File: config.mk
export PLATFORM = sky130hd
export DESIGN_NAME = tftp_read_client
export DESIGN_NICKNAME = d
export VERILOG_FILES = /design/src/rtl/core/trc_pkg.sv /design/src/rtl/core/trc_cfg_regs.sv /design/src/rtl/core/trc_in_reg.sv /design/src/rtl/core/trc_engine.sv /design/src/rtl/core/trc_out_reg.sv /design/src/rtl/core/tftp_read_client.sv
export SDC_FILE = /design/constraint.sdc
export NUM_CORES = 1
export LEC_CHECK = 0
export BUFFER_PORTS_ARGS = -buffer_cell sky130_fd_sc_hd__buf_2
export CORE_UTILIZATION = 52
export CTS_CLUSTER_DIAMETER = 50
export DETAILED_ROUTE_END_ITERATION = 12
export GPL_ROUTABILITY_DRIVEN = 0
export GPL_TIMING_DRIVEN = 0
export PLACE_DENSITY = 0.88
export SETUP_SLACK_MARGIN = 0.2
export SLEW_MARGIN = 0
export SYNTH_ARGS = -nofsm -noshare
export SYNTH_HDL_FRONTEND = slang
export SYNTH_SLANG_ARGS = --single-unit
File: constraint.sdc
create_clock -name aclk -period 3.8 [get_ports aclk]
set_clock_uncertainty 0.15 [all_clocks]
set_input_delay 0.19 -clock aclk [delete_from_list [all_inputs] [get_ports aclk]]
set_output_delay 0.19 -clock aclk [all_outputs]
set_load 0.03 [all_outputs]
File: src/rtl/core/trc_pkg.sv
// Shared types and constants for the TFTP read client.
// Used by every module of the block; has no dependencies of its own.
package trc_pkg;

    localparam int IN_DATA_W  = 72;
    localparam int OUT_DATA_W = 88;

    typedef enum logic [1:0] {
        MODE_START  = 2'd0,
        MODE_PACKET = 2'd1,
        MODE_TICK   = 2'd2
    } mode_t;

    localparam logic [15:0] OP_RRQ   = 16'd1;
    localparam logic [15:0] OP_WRQ   = 16'd2;
    localparam logic [15:0] OP_DATA  = 16'd3;
    localparam logic [15:0] OP_ACK   = 16'd4;
    localparam logic [15:0] OP_ERROR = 16'd5;

    localparam logic [1:0] ST_STORED = 2'd0;
    localparam logic [1:0] ST_FULL   = 2'd2;

    localparam logic [1:0] SEND_NONE = 2'd0;
    localparam logic [1:0] SEND_RRQ  = 2'd1;
    localparam logic [1:0] SEND_ACK  = 2'd2;
    localparam logic [1:0] SEND_ERR  = 2'd3;

    localparam logic [15:0] ERR_DISK_FULL  = 16'd3;
    localparam logic [15:0] ERR_ILLEGAL_OP = 16'd4;

    localparam logic [1:0] REG_BLOCK_SIZE    = 2'd0;
    localparam logic [1:0] REG_MAX_RETRIES   = 2'd1;
    localparam logic [1:0] REG_TIMEOUT_TICKS = 2'd2;

    localparam logic [15:0] BLOCK_SIZE_RST    = 16'd512;
    localparam logic [7:0]  MAX_RETRIES_RST   = 8'd5;
    localparam logic [15:0] TIMEOUT_TICKS_RST = 16'd10000;

    localparam logic [1:0] PHASE_CODE_IDLE = 2'd0;
    localparam logic [1:0] PHASE_CODE_RECV = 2'd1;
    localparam logic [1:0] PHASE_CODE_END  = 2'd2;

    typedef enum logic [2:0] {
        PH_IDLE = 3'b001,
        PH_RECV = 3'b010,
        PH_END  = 3'b100
    } phase_t;

    typedef struct packed {
        logic [15:0] block_size;
        logic [7:0]  max_retries;
        logic [15:0] timeout_ticks;
    } cfg_t;

    typedef struct packed {
        logic [1:0]  mode;
        logic [15:0] opcode;
        logic [15:0] block_word;
        logic [15:0] payload_length;
        logic [1:0]  store_status;
        logic [15:0] stored_bytes;
    } in_item_t;

    typedef struct packed {
        logic [1:0]  send_kind;
        logic [15:0] send_block;
        logic [15:0] send_error_code;
        logic [1:0]  phase_now;
        logic        start_refused;
        logic        transfer_done;
        logic [31:0] byte_total;
        logic [15:0] error_seen;
    } res_item_t;

    function automatic logic [1:0] phase_code(phase_t ph);
        logic [1:0] code;
        case (ph)
            PH_RECV: code = PHASE_CODE_RECV;
            PH_END:  code = PHASE_CODE_END;
            default: code = PHASE_CODE_IDLE;
        endcase
        return code;
    endfunction

endpackage

File: src/rtl/core/trc_cfg_regs.sv
// Configuration registers of the TFTP read client.
// Depends on trc_pkg for the register indexes and reset values.
module trc_cfg_regs (
    input  logic                aclk,
    input  logic                aresetn,
    input  logic                cfg_valid,
    output logic                cfg_ready,
    input  logic [1:0]          cfg_index,
    input  logic [15:0]         cfg_data,
    output trc_pkg::cfg_t       cfg
);
    import trc_pkg::*;

    cfg_t cfg_reg;
    cfg_t cfg_next;

    assign cfg_ready = 1'b1;
    assign cfg      = cfg_reg;

    always_comb begin
        cfg_next = cfg_reg;
        if (cfg_valid) begin
            case (cfg_index)
                REG_BLOCK_SIZE:    cfg_next.block_size    = cfg_data;
                REG_MAX_RETRIES:   cfg_next.max_retries   = cfg_data[7:0];
                REG_TIMEOUT_TICKS: cfg_next.timeout_ticks = cfg_data;
                default:           cfg_next = cfg_reg;
            endcase
        end
    end

    always_ff @(posedge aclk) begin
        if (!aresetn) begin
            cfg_reg.block_size    <= BLOCK_SIZE_RST;
            cfg_reg.max_retries   <= MAX_RETRIES_RST;
            cfg_reg.timeout_ticks <= TIMEOUT_TICKS_RST;
        end else begin
            cfg_reg <= cfg_next;
        end
    end

endmodule

File: src/rtl/core/trc_in_reg.sv
// Input register of the TFTP read client: holds one accepted beat.
// Depends on trc_pkg for the input item type.
module trc_in_reg (
    input  logic                aclk,
    input  logic                aresetn,
    input  logic                s_valid,
    output logic                s_ready,
    input  trc_pkg::in_item_t   s_item,
    input  logic                take,
    output logic                item_valid,
    output trc_pkg::in_item_t   item
);
    import trc_pkg::*;

    logic     valid_reg;
    logic     valid_next;
    in_item_t item_reg;

    // The register may refill in the same cycle its content moves on.
    assign s_ready    = !valid_reg || take;
    assign item_valid = valid_reg;
    assign item       = item_reg;

    always_comb begin
        if (s_valid && s_ready) begin
            valid_next = 1'b1;
        end else if (take) begin
            valid_next = 1'b0;
        end else begin
            valid_next = valid_reg;
        end
    end

    always_ff @(posedge aclk) begin
        if (!aresetn) begin
            valid_reg <= 1'b0;
        end else begin
            valid_reg <= valid_next;
        end
    end

    always_ff @(posedge aclk) begin
        if (s_valid && s_ready) begin
            item_reg <= s_item;
        end
    end

endmodule

File: src/rtl/core/trc_engine.sv
// Transfer state and per-item update logic of the TFTP read client.
// Depends on trc_pkg for types, opcodes and phase encodings.
module trc_engine (
    input  logic                aclk,
    input  logic                aresetn,
    input  logic                take,
    input  trc_pkg::in_item_t   item,
    input  trc_pkg::cfg_t       cfg,
    output trc_pkg::res_item_t  result
);
    import trc_pkg::*;

    phase_t      phase_reg, phase_next;
    logic [15:0] last_block_reg, last_block_next;
    logic [7:0]  retry_reg, retry_next;
    logic [15:0] timeout_reg, timeout_next;
    logic [31:0] bytes_reg, bytes_next;
    logic [15:0] error_reg, error_next;

    logic [1:0]  rs_kind;
    logic [15:0] rs_block;
    logic [7:0]  rs_retry;
    logic [15:0] expect_block;
    logic        in_order;

    // A resend repeats the read request until the first block has arrived.
    assign rs_kind      = (last_block_reg == 16'd0) ? SEND_RRQ : SEND_ACK;
    assign rs_block     = last_block_reg;
    assign rs_retry     = (retry_reg == 8'hFF) ? retry_reg : retry_reg + 8'd1;
    assign expect_block = last_block_reg + 16'd1;
    assign in_order     = (item.block_word != 16'd0) && (item.block_word == expect_block);

    always_comb begin
        phase_next      = phase_reg;
        last_block_next = last_block_reg;
        retry_next      = retry_reg;
        timeout_next    = timeout_reg;
        bytes_next      = bytes_reg;
        error_next      = error_reg;
        result          = '0;
        result.send_kind = SEND_NONE;

        case (item.mode)
            MODE_START: begin
                if (phase_reg == PH_END) begin
                    result.start_refused = 1'b1;
                end else begin
                    phase_next       = PH_RECV;
                    last_block_next  = 16'd0;
                    timeout_next     = cfg.timeout_ticks;
                    bytes_next       = 32'd0;
                    error_next       = 16'd0;
                    retry_next       = 8'd0;
                    result.send_kind = SEND_RRQ;
                end
            end
            MODE_PACKET: begin
                if (phase_reg == PH_RECV) begin
                    if (item.opcode == OP_DATA) begin
                        timeout_next = cfg.timeout_ticks;
                        if (!in_order) begin
                            result.send_kind = rs_kind;
                            if (rs_kind == SEND_ACK) begin
                                result.send_block = rs_block;
                            end
                            retry_next = rs_retry;
                        end else if (item.store_status == ST_STORED) begin
                            last_block_next   = item.block_word;
                            bytes_next        = bytes_reg + {16'd0, item.stored_bytes};
                            result.send_kind  = SEND_ACK;
                            result.send_block = item.block_word;
                            retry_next        = 8'd0;
                            if (item.payload_length < cfg.block_size) begin
                                phase_next = PH_END;
                            end
                        end else if (item.store_status == ST_FULL) begin
                            error_next             = ERR_DISK_FULL;
                            result.send_kind       = SEND_ERR;
                            result.send_error_code = ERR_DISK_FULL;
                            phase_next             = PH_IDLE;
                        end
                    end else if (item.opcode == OP_ERROR) begin
                        timeout_next = cfg.timeout_ticks;
                        error_next   = item.block_word;
                        phase_next   = PH_IDLE;
                    end else if (item.opcode == OP_RRQ || item.opcode == OP_WRQ ||
                                 item.opcode == OP_ACK) begin
                        result.send_kind       = SEND_ERR;
                        result.send_error_code = ERR_ILLEGAL_OP;
                        timeout_next           = cfg.timeout_ticks;
                    end
                end
            end
            MODE_TICK: begin
                if (phase_reg == PH_END) begin
                    result.transfer_done = 1'b1;
                    phase_next           = PH_IDLE;
                end else if (phase_reg == PH_RECV) begin
                    if (timeout_reg <= 16'd1) begin
                        result.send_kind = rs_kind;
                        if (rs_kind == SEND_ACK) begin
                            result.send_block = rs_block;
                        end
                        retry_next   = rs_retry;
                        timeout_next = cfg.timeout_ticks;
                    end else begin
                        timeout_next = timeout_reg - 16'd1;
                    end
                    if (retry_next > cfg.max_retries) begin
                        phase_next = PH_IDLE;
                    end
                end
            end
            default: begin
                phase_next = phase_reg;
            end
        endcase

        result.phase_now  = phase_code(phase_next);
        result.byte_total = bytes_next;
        result.error_seen = error_next;
    end

    always_ff @(posedge aclk) begin
        if (!aresetn) begin
            phase_reg      <= PH_IDLE;
            last_block_reg <= 16'd0;
            retry_reg      <= 8'd0;
            timeout_reg    <= 16'd0;
            bytes_reg      <= 32'd0;
            error_reg      <= 16'd0;
        end else if (take) begin
            phase_reg      <= phase_next;
            last_block_reg <= last_block_next;
            retry_reg      <= retry_next;
            timeout_reg    <= timeout_next;
            bytes_reg      <= bytes_next;
            error_reg      <= error_next;
        end
    end

endmodule

File: src/rtl/core/trc_out_reg.sv
// Result register of the TFTP read client, holding one beat for the receiver.
// Depends on trc_pkg for the result item type.
module trc_out_reg (
    input  logic                aclk,
    input  logic                aresetn,
    input  logic                load,
    input  trc_pkg::res_item_t  result,
    output logic                can_load,
    output logic                m_valid,
    input  logic                m_ready,
    output trc_pkg::res_item_t  m_item
);
    import trc_pkg::*;

    logic      valid_reg;
    logic      valid_next;
    res_item_t item_reg;

    assign can_load = !valid_reg || m_ready;
    assign m_valid  = valid_reg;
    assign m_item   = item_reg;

    always_comb begin
        if (load) begin
            valid_next = 1'b1;
        end else if (m_ready) begin
            valid_next = 1'b0;
        end else begin
            valid_next = valid_reg;
        end
    end

    always_ff @(posedge aclk) begin
        if (!aresetn) begin
            valid_reg <= 1'b0;
        end else begin
            valid_reg <= valid_next;
        end
    end

    always_ff @(posedge aclk) begin
        if (load) begin
            item_reg <= result;
        end
    end

endmodule

File: src/rtl/core/tftp_read_client.sv
// Top level of the TFTP read client, receive side of a read transfer.
// Depends on trc_pkg, trc_cfg_regs, trc_in_reg, trc_engine and trc_out_reg.
//
// Usage:
//   The s_ channel carries one item per beat: a start request, a received
//   packet header with the sink's store answer, or a timer tick, selected
//   by s_tuser. Every item gives exactly one beat on the m_ channel, whose
//   m_tuser names the packet to send (none, read request, ack or error).
//   The cfg channel writes block_size, max_retries and timeout_ticks by
//   index; cfg_ready is always high. Write it only while the block is idle.
//   An accepted item waits in the input register and is processed into the
//   result register as soon as that register can load. Throughput is one
//   item per cycle while the receiver keeps up; the transfer state is
//   updated by a single register stage of compare-and-update logic.
//   Reset clears the transfer state to idle, empties both registers and
//   restores the register defaults (512, 5, 10000).
//   When the receiver stalls, the result register holds its beat, one more
//   input beat is taken into the input register, and s_tready then falls
//   until m_tready returns.
module tftp_read_client (
    input  logic         aclk,
    input  logic         aresetn,
    input  logic         s_tvalid,
    output logic         s_tready,
    // opcode, block_word, payload_length, store_status, stored_bytes, zero pad
    input  logic [71:0]  s_tdata,
    // mode
    input  logic [1:0]   s_tuser,
    output logic         m_tvalid,
    input  logic         m_tready,
    // send_block, send_error_code, phase_now, start_refused, transfer_done,
    // byte_total, error_seen, zero pad
    output logic [87:0]  m_tdata,
    // send_kind
    output logic [1:0]   m_tuser,
    input  logic         cfg_valid,
    output logic         cfg_ready,
    input  logic [1:0]   cfg_index,
    input  logic [15:0]  cfg_data
);
    import trc_pkg::*;

    cfg_t      cfg;
    in_item_t  s_item;
    in_item_t  item;
    logic      item_valid;
    logic      can_load;
    logic      take;
    res_item_t result;
    res_item_t m_item;

    assign s_item.mode           = s_tuser;
    assign s_item.opcode         = s_tdata[15:0];
    assign s_item.block_word     = s_tdata[31:16];
    assign s_item.payload_length = s_tdata[47:32];
    assign s_item.store_status   = s_tdata[49:48];
    assign s_item.stored_bytes   = s_tdata[65:50];

    assign take = item_valid && can_load;

    trc_cfg_regs u_cfg (
        .aclk      (aclk),
        .aresetn   (aresetn),
        .cfg_valid (cfg_valid),
        .cfg_ready (cfg_ready),
        .cfg_index (cfg_index),
        .cfg_data  (cfg_data),
        .cfg       (cfg)
    );

    trc_in_reg u_in (
        .aclk       (aclk),
        .aresetn    (aresetn),
        .s_valid    (s_tvalid),
        .s_ready    (s_tready),
        .s_item     (s_item),
        .take       (take),
        .item_valid (item_valid),
        .item       (item)
    );

    trc_engine u_engine (
        .aclk    (aclk),
        .aresetn (aresetn),
        .take    (take),
        .item    (item),
        .cfg     (cfg),
        .result  (result)
    );

    trc_out_reg u_out (
        .aclk     (aclk),
        .aresetn  (aresetn),
        .load     (take),
        .result   (result),
        .can_load (can_load),
        .m_valid  (m_tvalid),
        .m_ready  (m_tready),
        .m_item   (m_item)
    );

    assign m_tuser = m_item.send_kind;
    assign m_tdata = {4'd0,
                      m_item.error_seen,
                      m_item.byte_total,
                      m_item.transfer_done,
                      m_item.start_refused,
                      m_item.phase_now,
                      m_item.send_error_code,
                      m_item.send_block};

endmodule
# After elaboration in Yosys (flattened, before gate mapping)
# Cells that the tools add are included.
totals:
  input_bits: 97
  mem_bits_ro: 0
  memories: 0
  regBits: 287
  elab_cells: 166
  latchBits: 0
  ramBits: 0
  output_inout_bits: 93
classes:
  muxes: 83
  n_mul: 0
  n_reduce_logical: 25
  n_addsub: 4
  eq_ne: 26
  bitwise_logic: 0
  div_mod_pow: 0
  shift: 0
  n_lt_le_gt_ge: 3
ops:
  columns: ["cell", "count"]
  rows:
  - ["$mux 16", 27]
  - ["$mux 32", 5]
  - ["$mux 8", 12]
  - ["$pmux 16 s2", 3]
  - ["$mux 18", 4]
  - ["$pmux 32 s2", 1]
  - ["$pmux 16 s3", 1]
  - ["$mux 3", 12]
  - ["$mux 34", 1]
  - ["$add 32x16->32", 1]
  - ["$eq 16x2->1 const B", 2]
  - ["$eq 16x3->1 const B", 2]
  - ["$pmux 8 s3", 1]
  - ["$add 16x1->16 const B", 1]
  - ["$eq 16x1->1 const B", 1]
  - ["$eq 16x16->1", 1]
  - ["$le 16x1->1 const B", 1]
  - ["$logic_not 16->1", 1]
  - ["$lt 16x16->1", 1]
  - ["$reduce_bool 16->1", 1]
  - ["$sub 16x1->16 const B", 1]
  - ["$mux 2", 7]
  - ["$reduce_and 7->1", 2]
  - ["$ne 2x1->1 const B", 5]
  - ["other kinds (22)", 47]

# Logic depth before layout (Yosys ltp)
logic_depth:
  word_depth: 13
  mapped_depth: 18
  mapped_depth_nobuf: 17

# Cells and area by module
# Synthesis repeated with hierarchy kept, for this count alone.
hier_totals:
  hier_cells: 1392
  hier_area_um2: 14330.0
modules_own_cells:
  columns: ["mod", "instances", "seq_area_each_um2", "area_per_inst_um2", "cells_per_inst"]
  rows:
  - ["trc_engine", 1, 1821.7, 7941.4, 1061]
  - ["trc_out_reg", 1, 2602.5, 2631.3, 90]
  - ["trc_in_reg", 1, 2062.0, 2099.5, 73]
  - ["trc_cfg_regs", 1, 800.8, 1617.8, 162]
  - ["tftp_read_client", 1, 0.0, 40.0, 6]

# Worst setup path after synthesis
# Ideal clock, no wire load.
synth_timing:
  path_type: "register to register"
  start: "register u_out.valid_reg (netlist: u_out.m_valid)"
  end: "register u_engine.error_reg[10]"
  path_slack_ps: -532
  setup_ps: 60
  period_less_slack_ps: 4332
  required_ps: 3590
  arrival_time_ps: 4122
  path_buffers: 2
  stages_incl_launch_ff: 9
  path_cell_list: "dfxtp_1 nor2b_1 nand2b_1 inv_1 clkbuf_1 nand2_1 nor3_1 clkbuf_1 a22o_1"
synth_between:
  elab_chain_len: 3
synth_rtl:
  columns: ["element", "line", "source"]
  rows:
  - ["start: declaration", "trc_out_reg.sv:15", "logic valid_reg;"]
  - ["start signal: assignment", "trc_out_reg.sv:37", "valid_reg <= valid_next;"]
  - ["$logic_not 1->1", "trc_out_reg.sv:19", "assign can_load = !valid_reg || m_ready;"]
  - ["$logic_or 1x1->1", "trc_out_reg.sv:19", null]
  - ["$logic_and 1x1->1", "tftp_read_client.sv:59", "assign take = item_valid && can_load;"]
  - ["net take", "tftp_read_client.sv:48", "logic take;"]
  - ["end signal: assignment", "trc_engine.sv:138", "error_reg <= error_next;"]
  - ["end: declaration", "trc_engine.sv:18", "logic [15:0] error_reg, error_next;"]
# The timed path passes the listed nets, and every way through them passes these cells.
# A chain may end at the register's enable or synchronous reset.

==> results.cfg <==
[run_status]
status = finished, violations left
violations = negative setup slack

[final_layout]
n_fill_cell = 1665
final_area_sq_um = 17300
drive_gt1_frac = 0.216
fin_nets = 1823
syn_to_final_growth_pct = 29.4
final_core_util = 0.687
multi_input_area_sq_um = 6300
seqCellArea_sq_um = 6880
largest_reg_flops = 72

[critical_path]
end_kind = register
start_kind = register
crit_type = reg2reg
r2r_setup_slack_ns = -0.11
crit_required_ns = 4.04
critPathMaxFanout = 3
critPathArrivalTime_ns = 4.15

[power_and_ir_drop]
power_switching_share = 0.262
netSwitchingPower_w = 0.00189
comb_power_share = 0.115
seqPwrFrac = 0.454
clock_power_share = 0.430
p_total_w = 0.00722
power_density_nw_per_um2 = 417
vdd_drop_max_mv = 0.393
power.internal_w = 0.00533
p_leak_nw = 6.77

[drt]
finalWirelength_um = 41000
via_per_inst = 6.30
routed-via-count = 12800
drtPass1Iterations = 7
post_drt_wl_per_cell_um = 20.2
drtAntennaViolNets = 0
first_iter_violations = 1764
drc_errors = 0

[global_routing]
grt_use_total = 0.290
grt_pass1_wl_um = 60800
overflow = 0
grt_pass1_vias = 11900
grt_max_degree = 71
antenna_found_initial = 0

[cts]
root_buffer = clkbuf_16
clk_path_buf_depth = 3
cts_tree = done
worstSkewPairLatency_ns = 0.57
clock-sinks = 273
clk_pin_slew_ns = 0.07
h-tree-depth = 1
cts_buffers = 30

[sta]
slew_headroom = 0.338
rsz0062_at_grt = yes
setup_viol = 2
drv_slew = 0
fmaxAchievable_ghz = 0.256
setup_slack_ns = -0.105
tightest_slew_ns = 0.993
finalSetupTns_ns = -0.178
finalCritPeriodShare = 1.03
hold_viol_final = 0
fin_crit_ns = 3.91

[logic_synthesis]
ys_seq_area_frac = 0.514
synth_warnings = 0
synth_cell_type_count = 84
synth_top_flop_cell = edfxtp_1
synthCells = 1347
synth_area_sq_um = 13400
ys_seq_elements = 273
async_flop_share = 0
avgSynthCellArea_sq_um = 9.93
synth_edf_count = 140

[place]
postPlaceCellArea_sq_um = 14700
hpwl_um = 24600
io_buffers = 165

[floorplanning]
row_count = 58
dieArea_sq_um = 26400
die-height_um = 162
die_w_um = 162
core_area_sq_um = 25200
ioPinCount = 190
start_util = 0.531

[worst_hold_path]
hold_class = in2reg

[flow_run]
maxCapViolations = 0
[placed cells by master (no fill, tap or decap), drive strengths merged, types with 6 or more instances in the layout]
cell         count
a22oi            6
clkinv           9
o21a             8
and3             9
xor2            16
nand4           20
o21ai           81
xnor2           20
nand2b           8
o31ai           22
nand3           37
mux2i           12
clkinvlp         6
nor3            30
a21o            15
clkbuf          88
a22o            80
and4             6
dlygate4sd3     90
edfxtp         140
a21oi          104
buf            231
conb            18
o211ai           8
nand2          156
and2             9
nor4            23
a31oi           18
dfxtp          133
or3              8
o22ai            7
a211oi          15
ha              48
nor2            90
inv             53
[final cells by class]
type,count,area share
Sequential cell,273,0.398
Multi-Input combinational cell,949,0.364
Timing Repair Buffer,282,0.113
Clock buffer,36,0.0504
Buffer,91,0.0282
Tap cell,330,0.0239
Clock inverter,20,0.0122
Inverter,50,0.0111
Antenna cell,1,0.000145
[metal layers]
metal | vias to the layer above | track usage | part of all wire | wire length [um]
met5 | - | 0 | 0 | 0
met4 | 0 | 0.155 | 0.062 | 2530
met3 | 251 | 0.0489 | 0.11 | 4510
met2 | 970 | 0.469 | 0.46 | 18900
met1 | 5928 | 0.371 | 0.37 | 15000
li1 | 5655 | - | - | -
[cell families after synthesis]
family,after synthesis,share of synthesized area
other,2,0.000562
AND/OR/NAND/NOR,426,0.154
XOR/XNOR,36,0.0236
multiplexers,14,0.0107
adder cells (fa/ha/maj),49,0.0464
buffers and inverters,141,0.0474
flip-flops,273,0.514
AO/OA/AOI/OAI,406,0.204
[stage by stage]
| stage | setup WS (ns) | hold slack [ns] | instances |
|---|---|---|---|
| final | -0.105 | 0.0807 | 2032 |
| after global routing | -0.246 | 0.127 | 2031 |
| after CTS | 0.0565 | 0.0421 | 2014 |
| after detailed placement | -0.316 | 0.218 | 1859 |
| after global placement | -0.242 | 0.217 | 1858 |
| after floorplan | 0.185 | 0.139 | 1363 |
[power by group through the flow]
stage / combinational [W] / clock (W) / sequential, W
final: 0.000832 / 0.00311 / 0.00328
after global routing: 0.000882 / 0.00323 / 0.00328
after CTS: 0.000779 / 0.00309 / 0.00327
after detailed placement: 0.000651 / 0 / 0.00333
after global placement: 0.000625 / 0 / 0.00333
after floorplan: 0.000377 / 0 / 0.00338
[critical path: stages (launching register included)]
cell	delay, ns
dfxtp_4	0.34
or4_4	0.55
nor4_4	0.20
o2111a_1	0.26
clkbuf_8	0.14
nand2_4	0.06
buf_4	0.15
nor2_2	0.14
xnor2_1	0.17
ha_1	0.29
nand4_1	0.10
nor2_1	0.06
nor2_1	0.17
o21ai_2	0.11
and2_4	0.18
o21a_1	0.19
a211oi_2	0.26
nor3b_2	0.22
[cells in the mapped netlist, drive strengths merged (4+ instances only)]
cell type / instances / area, sq um
a2bb2oi: 4 / 35.0
nand2b: 8 / 50.1
o21ai: 81 / 405
nor4: 23 / 144
nand2: 156 / 588
a22oi: 6 / 45.0
o2bb2ai: 5 / 43.8
or4: 4 / 37.5
nor3: 30 / 161
edfxtp: 140 / 4200
nor2b: 5 / 31.3
a32o: 4 / 40.0
and2: 9 / 57.6
inv: 49 / 184
a31oi: 18 / 113
o31ai: 22 / 170
a21o: 15 / 113
a211oi: 15 / 118
clkbuf: 53 / 200
o21a: 8 / 60.1
o22ai: 7 / 43.8
nor2: 90 / 340
ha: 48 / 601
and3: 9 / 56.3
and4: 6 / 52.6
buf: 38 / 245
nor4b: 4 / 35.0
mux2i: 12 / 120
nand3: 37 / 185
o211ai: 8 / 60.1
dfxtp: 133 / 2660
xor2: 16 / 140
nand3b: 4 / 30.0
nand4: 20 / 125
or3: 8 / 51.3
a21oi: 104 / 521
a22o: 80 / 701
xnor2: 20 / 175
[worst paths after layout]
path / cells after the start / from / endpoint
max: 17 / u_engine.timeout_reg[10]$_SDFFE_PN0P_ / u_out.m_item[51]$_DFFE_PP_
min: 5 / cfg_index[1] / u_cfg.cfg[30]$_SDFFE_PN0P_
max reg2reg: 17 / u_engine.timeout_reg[10]$_SDFFE_PN0P_ / u_out.m_item[51]$_DFFE_PP_
min reg2reg: 2 / u_cfg.cfg[31]$_SDFFE_PN0P_ / u_cfg.cfg[31]$_SDFFE_PN0P_
[timing repair]
action	in CTS	in global routing
pin swaps	12	22
hold buffers	90	0
gates cloned	0	0
buffers inserted	9	17
endpoints found under the setup margin	101	110
gates resized for setup	42	59
hold endpoints to repair	113	0
(Power assumes the default switching activity.)
